[src/sv/edt_pkg.sv]
// ----------------------------------------------------------------------------
// edt_pkg: shared definitions for the distance transform block
// Field widths, register indexes, controller states, datapath commands and
// the status bundle returned from the datapath to the controller.
// ----------------------------------------------------------------------------
package edt_pkg;

  localparam int unsigned MAX_ROWS_DEF = 256;
  localparam int unsigned MAX_COLS_DEF = 256;

  localparam int unsigned CFG_W     = 9;
  localparam int unsigned CFG_IDX_W = 2;
  localparam int unsigned COORD_W   = 8;
  localparam int unsigned DIST_W    = 19;
  // Row distances never exceed rows + cols, which is at most 512 at the default size.
  localparam int unsigned GDIST_W   = 10;

  localparam logic [DIST_W-1:0] DIST_MAX = '1;

  localparam logic [CFG_IDX_W-1:0] REG_IMAGE_ROWS = 2'd0;
  localparam logic [CFG_IDX_W-1:0] REG_IMAGE_COLS = 2'd1;

  typedef enum logic {
    OP_LOAD = 1'b0,
    OP_READ = 1'b1
  } op_e;

  typedef enum logic [4:0] {
    S_IDLE, S_RD,
    S_P1_INIT, S_F_RD, S_F_WR, S_B_INIT, S_B_RD, S_B_WR, S_ROW_NEXT,
    S_P2_INIT, S_COL_INIT, S_GU_RD, S_GU_LAT, S_ST_RD, S_ST_LAT, S_GI_LAT,
    S_SQ, S_CMP, S_POP_CHK, S_PUSH0, S_NUM, S_DIV_START, S_DIV_WAIT, S_PUSH,
    S_U_NEXT, S_BK_INIT, S_BK_RD, S_BK_LAT, S_BK_G, S_BK_WR, S_COL_NEXT
  } state_e;

  typedef enum logic [4:0] {
    C_NOP, C_ACCEPT, C_RD_DONE,
    C_P1_INIT, C_F_WR, C_B_INIT, C_B_RD, C_B_WR, C_ROW_NEXT,
    C_P2_INIT, C_COL_INIT, C_GU_RD, C_GU_LAT, C_GI_LAT, C_SQ, C_CMP,
    C_PUSH0, C_NUM, C_DIV_START, C_PUSH, C_U_NEXT,
    C_BK_INIT, C_BK_G, C_BK_WR, C_COL_NEXT
  } cmd_e;

  typedef struct packed {
    logic in_read;
    logic in_last;
    logic out_busy;
    logic y_end;
    logic y_zero;
    logic x_end;
    logic m_one;
    logic u_last;
    logic u_zero;
    logic qneg;
    logic greater;
    logic div_done;
  } sts_t;

endpackage

[src/sv/edt_ctrl.sv]
// ----------------------------------------------------------------------------
// edt_ctrl: distance transform sequencer
// Walks the load/read handshake, the row scans and the column envelope scans,
// issuing one datapath command per cycle.
// ----------------------------------------------------------------------------
module edt_ctrl (
  input  logic           clk_i,
  input  logic           rst_ni,
  input  logic           in_valid_i,
  output logic           in_stall_o,
  input  edt_pkg::sts_t  sts_i,
  output edt_pkg::cmd_e  cmd_o
);

  edt_pkg::state_e state_q, state_d;

  always_ff @(posedge clk_i or negedge rst_ni) begin
    if (!rst_ni) begin
      state_q <= edt_pkg::S_IDLE;
    end else begin
      state_q <= state_d;
    end
  end

  always_comb begin
    state_d    = state_q;
    cmd_o      = edt_pkg::C_NOP;
    in_stall_o = 1'b1;
    case (state_q)
      edt_pkg::S_IDLE: begin
        in_stall_o = sts_i.out_busy;
        if (in_valid_i && !sts_i.out_busy) begin
          cmd_o = edt_pkg::C_ACCEPT;
          if (sts_i.in_read) state_d = edt_pkg::S_RD;
          else if (sts_i.in_last) state_d = edt_pkg::S_P1_INIT;
        end
      end
      edt_pkg::S_RD: begin
        cmd_o   = edt_pkg::C_RD_DONE;
        state_d = edt_pkg::S_IDLE;
      end
      edt_pkg::S_P1_INIT: begin
        cmd_o   = edt_pkg::C_P1_INIT;
        state_d = edt_pkg::S_F_RD;
      end
      edt_pkg::S_F_RD: state_d = edt_pkg::S_F_WR;
      edt_pkg::S_F_WR: begin
        cmd_o   = edt_pkg::C_F_WR;
        state_d = sts_i.y_end ? edt_pkg::S_B_INIT : edt_pkg::S_F_RD;
      end
      edt_pkg::S_B_INIT: begin
        cmd_o   = edt_pkg::C_B_INIT;
        state_d = sts_i.y_zero ? edt_pkg::S_ROW_NEXT : edt_pkg::S_B_RD;
      end
      edt_pkg::S_B_RD: begin
        cmd_o   = edt_pkg::C_B_RD;
        state_d = edt_pkg::S_B_WR;
      end
      edt_pkg::S_B_WR: begin
        cmd_o   = edt_pkg::C_B_WR;
        state_d = sts_i.y_zero ? edt_pkg::S_ROW_NEXT : edt_pkg::S_B_RD;
      end
      edt_pkg::S_ROW_NEXT: begin
        cmd_o   = edt_pkg::C_ROW_NEXT;
        state_d = sts_i.x_end ? edt_pkg::S_P2_INIT : edt_pkg::S_F_RD;
      end
      edt_pkg::S_P2_INIT: begin
        cmd_o   = edt_pkg::C_P2_INIT;
        state_d = edt_pkg::S_COL_INIT;
      end
      edt_pkg::S_COL_INIT: begin
        cmd_o   = edt_pkg::C_COL_INIT;
        state_d = sts_i.m_one ? edt_pkg::S_BK_INIT : edt_pkg::S_GU_RD;
      end
      edt_pkg::S_GU_RD: begin
        cmd_o   = edt_pkg::C_GU_RD;
        state_d = edt_pkg::S_GU_LAT;
      end
      edt_pkg::S_GU_LAT: begin
        cmd_o   = edt_pkg::C_GU_LAT;
        state_d = edt_pkg::S_ST_RD;
      end
      edt_pkg::S_ST_RD: state_d = edt_pkg::S_ST_LAT;
      edt_pkg::S_ST_LAT: state_d = edt_pkg::S_GI_LAT;
      edt_pkg::S_GI_LAT: begin
        cmd_o   = edt_pkg::C_GI_LAT;
        state_d = edt_pkg::S_SQ;
      end
      edt_pkg::S_SQ: begin
        cmd_o   = edt_pkg::C_SQ;
        state_d = edt_pkg::S_CMP;
      end
      edt_pkg::S_CMP: begin
        cmd_o   = edt_pkg::C_CMP;
        state_d = sts_i.greater ? edt_pkg::S_POP_CHK : edt_pkg::S_NUM;
      end
      edt_pkg::S_POP_CHK: begin
        state_d = sts_i.qneg ? edt_pkg::S_PUSH0 : edt_pkg::S_ST_RD;
      end
      edt_pkg::S_PUSH0: begin
        cmd_o   = edt_pkg::C_PUSH0;
        state_d = edt_pkg::S_U_NEXT;
      end
      edt_pkg::S_NUM: begin
        cmd_o   = edt_pkg::C_NUM;
        state_d = edt_pkg::S_DIV_START;
      end
      edt_pkg::S_DIV_START: begin
        cmd_o   = edt_pkg::C_DIV_START;
        state_d = edt_pkg::S_DIV_WAIT;
      end
      edt_pkg::S_DIV_WAIT: begin
        if (sts_i.div_done) state_d = edt_pkg::S_PUSH;
      end
      edt_pkg::S_PUSH: begin
        cmd_o   = edt_pkg::C_PUSH;
        state_d = edt_pkg::S_U_NEXT;
      end
      edt_pkg::S_U_NEXT: begin
        cmd_o   = edt_pkg::C_U_NEXT;
        state_d = sts_i.u_last ? edt_pkg::S_BK_INIT : edt_pkg::S_GU_RD;
      end
      edt_pkg::S_BK_INIT: begin
        cmd_o   = edt_pkg::C_BK_INIT;
        state_d = edt_pkg::S_BK_RD;
      end
      edt_pkg::S_BK_RD: state_d = edt_pkg::S_BK_LAT;
      edt_pkg::S_BK_LAT: state_d = edt_pkg::S_BK_G;
      edt_pkg::S_BK_G: begin
        cmd_o   = edt_pkg::C_BK_G;
        state_d = edt_pkg::S_BK_WR;
      end
      edt_pkg::S_BK_WR: begin
        cmd_o   = edt_pkg::C_BK_WR;
        state_d = sts_i.u_zero ? edt_pkg::S_COL_NEXT : edt_pkg::S_BK_RD;
      end
      edt_pkg::S_COL_NEXT: begin
        cmd_o   = edt_pkg::C_COL_NEXT;
        state_d = sts_i.y_end ? edt_pkg::S_IDLE : edt_pkg::S_COL_INIT;
      end
      default: state_d = edt_pkg::S_IDLE;
    endcase
  end

  // The input side stays closed for the whole transform.
  a_stall_busy: assert property (@(posedge clk_i) disable iff (!rst_ni)
    (state_q != edt_pkg::S_IDLE) |-> in_stall_o)
    else $error("input accepted while the transform runs");

  // A transaction is only taken on a real handshake.
  a_accept_hs: assert property (@(posedge clk_i) disable iff (!rst_ni)
    (cmd_o == edt_pkg::C_ACCEPT) |-> (in_valid_i && !in_stall_o))
    else $error("accept command without a handshake");

  // A read always leaves a result in the output register.
  a_read_result: assert property (@(posedge clk_i) disable iff (!rst_ni)
    (state_q == edt_pkg::S_RD) |=> sts_i.out_busy)
    else $error("read finished without a result");

endmodule

[config.mk]
export PLATFORM = sky130hd
export DESIGN_NAME = edt_ctrl
export DESIGN_NICKNAME = d
export VERILOG_FILES = /design/src/sv/edt_pkg.sv /design/src/sv/edt_ctrl.sv
export SDC_FILE = /design/constraint.sdc
export NUM_CORES = 1
export LEC_CHECK = 0
export BUFFER_PORTS_ARGS = -buffer_cell sky130_fd_sc_hd__buf_2
export CAP_MARGIN = 0
export CORE_MARGIN = 2
export CORE_UTILIZATION = 35
export CTS_BUF_LIST = sky130_fd_sc_hd__clkbuf_8
export DETAILED_ROUTE_END_ITERATION = 16
export SKIP_CTS_REPAIR_TIMING = 1
export SLEW_MARGIN = 5
export SYNTH_ARGS = -nofsm -noshare
export SYNTH_HDL_FRONTEND = slang
export SYNTH_SLANG_ARGS = --single-unit
[constraint.sdc]
create_clock -name clk_i -period 1.3 [get_ports clk_i]
set_input_delay 0.26 -clock clk_i [delete_from_list [all_inputs] [get_ports clk_i]]
set_output_delay 0.26 -clock clk_i [all_outputs]
set_load 0.02 [all_outputs]
==> out/metrics.csv <==
metric,value,unit
Max VDD drop,2030,uV
largest net degree at the start of global routing,17,
Slew Limit Headroom,79.0,%
top post-synthesis cells by area,"dfrtp_1 13%, nand2_1 6.8%, o21ai_0 6.4%, buf_4 4.8%, buf_6 4.8%",
f_max,568,MHz
DP Area,1310,um^2
area grow syn2layout,61.8,%
vias in the first global route,1175,
final worst slack,-0.461,ns
drt wl/cell,15.8,um
Row Count,18,
Synth Register Bits,5,
Top Registers,state_q: 5 flops,
total CTS buffers,3,
Die H,55.8,um
critical path cell sequence,buf_4 -> nand2b_2 -> nor2_1 -> o21ai_1 -> o21ai_2 -> buf_4,
Mapped Avg Cell Area,7.07,um^2
Max Root-Sink Buffers,2,
via density per instance,5.76,
die area,3120,um^2
first-pass GRT wire length,5400,um
Synth cell types,43,
Pwr Density,3000,nW/um^2
Critical Path Fanout Max,11,
Final period util,135,%
Bufs and invs on worst path,2,
Tot Pwr,4.56,mW
Crit Path Class,flip-flop to primary output,
post-synthesis cell area,940,um^2
Most used DFF post-synth,dfrtp_1,
Top Ports,21,
initial antenna violation count,0,
GRT Overall Usage,21.5,%
post-synth top area cell,dfrtp_1,
biggest cell delay along the critical path,0.39,ns
Iter 0 DRT Violations,47,
H-tree depth,1,
n_diodes,0,
design area,1520,um^2
Final Net Count,203,
Post-synth EDFFs,0,
Worst-Margin Slew,0.312,ns
final hold violations,0,
outcome,"finished, violations left",
max reg flops,5,
core box area,2500,um^2
antenna-violating nets left,0,
"worst slack, placed",-0.433,ns
sequential fraction of the synthesis area,13.3,%
Most common cell on crit path,buf_4,
Fin Hold WS,0.293,ns
share of layout cells above drive strength 1,51.3,%
residual DRC count,0,
TNS Setup,-3.68,ns
Largest Register,state_q,
Pre-antenna DRT Iters,5,
vias post-DR,1251,
critical path data required time,1.04,ns
Post-Syn Nets,148,
dpl hpwl,2470,um
"Arr. time, crit path",1.50,ns
final critical-path required period,1.76,ns
Async SR Flop Fraction,100,%
Final Setup Violations,11,
Sink Count,5,
Critical Path Sink Type,primary output,
RSZ-0062 raised after global routing,yes,
GP Congestion,0.864,
Chip Width,55.8,um
failing checks,setup timing,
Slew Limit Fails,0,
total grt overflow,0,
YS warnings,0,
HP Class,primary input to flip-flop,
"CP delay by family, top",flip-flops,
port bufs,20,
Fin Clk Skew,0.00133,ns
share of the synthesized area in the top cell type,13.3,%
leakage,0.667,nW
Startpoint Class,flip-flop,
CTS Root Cell,clkbuf_8,
Critical-path top delay cell,dfrtp_1,
Worst-path clk slew,0.04,ns
clk_lat worst skew,0.22,ns
Max-cap violations,0,
Initial Utilization,37.6,%
CTS tree,yes,
WL final,3420,um
synthesized instance count,133,
-- per-layer routing --
metal	global-route usage (%)	wire, um	vias to the layer above
li1	-	-	602
met1	27.4	1410	588
met5	0	0	-
met3	5.12	289	2
met4	5.10	13	0
met2	36.4	1720	59
-- synth_stat cells, types with 2 or more instances --
library cell	instances
or3_1	3
a311oi_1	2
nor4bb_1	2
o21ai_0	12
nand2b_1	6
nand2_1	17
o22ai_1	2
a221oi_1	4
nor3b_1	2
a21oi_1	6
nor2_1	10
nor3_1	4
nor2b_1	7
buf_2	5
a21boi_0	2
a31oi_1	2
dfrtp_1	5
a32oi_1	3
buf_6	4
inv_1	4
o2bb2ai_1	3
buf_4	6
or3b_1	2
-- stage by stage --
step / instances / utilization (%)
after global placement: 210 / 52.4
after floorplan: 133 / -
after global routing: 217 / 60.8
after CTS: 214 / 54.2
final: 217 / 60.8
after detailed placement: 210 / 52.4
-- layout by cell type (no fill, tap or decap), types with 4 or more instances in the layout --
master / Yosys / routed
buf_2: 5 / 16
buf_6: 4 / 9
nand2b_1: 6 / 4
o21ai_1: 0 / 5
o21ai_0: 12 / 5
nor2_1: 10 / 7
inv_1: 4 / 5
buf_4: 6 / 39
nand2_1: 17 / 16
nor2_2: 1 / 4
nor2b_1: 7 / 4
a21oi_1: 6 / 5
-- worst paths after layout --
kind	startpoint	to	slack, ns	cells after the start
max	state_q[0]$_DFFE_PN0P_	cmd_o[3]	-0.46	6
min in group asynchronous	rst_ni	state_q[0]$_DFFE_PN0P_	0.38	2
max reg2reg	state_q[1]$_DFFE_PN0P_	state_q[1]$_DFFE_PN0P_	-0.32	5
min	sts_i[0]	state_q[0]$_DFFE_PN0P_	0.29	3
min reg2reg	state_q[4]$_DFFE_PN0P_	state_q[3]$_DFFE_PN0P_	0.80	2
max in group asynchronous	rst_ni	state_q[1]$_DFFE_PN0P_	0.77	2
-- worst register-to-register path, cell delays in order, from the launching register on --
cell and delay, ns:
dfrtp_2 0.46, buf_6 0.16, or3b_1 0.35, a32oi_1 0.20, o2bb2ai_1 0.09, o31a_1 0.24
-- cell families after synthesis --
kind of cell	share of synthesized area, %
flops	13.3
compound gates	36.1
xor+xnor	0.932
buf+inv	14.2
simple gates	34.4
mux	1.07
-- report_power, final --
part           internal (mW)  switching (mW)
clock network          0.204          0.0893
logic                   1.92            1.95
registers              0.250           0.151
-- layout make-up --
type,instances,area [um^2]
fillers,214,980
multi-input cells,108,806
repair buffers,65,484
flip-flops and latches,5,129
clock buffers,3,41.3
well taps,30,37.5
inverters,5,18.8
clock inverters,1,3.75
(Power assumes the default switching activity.)
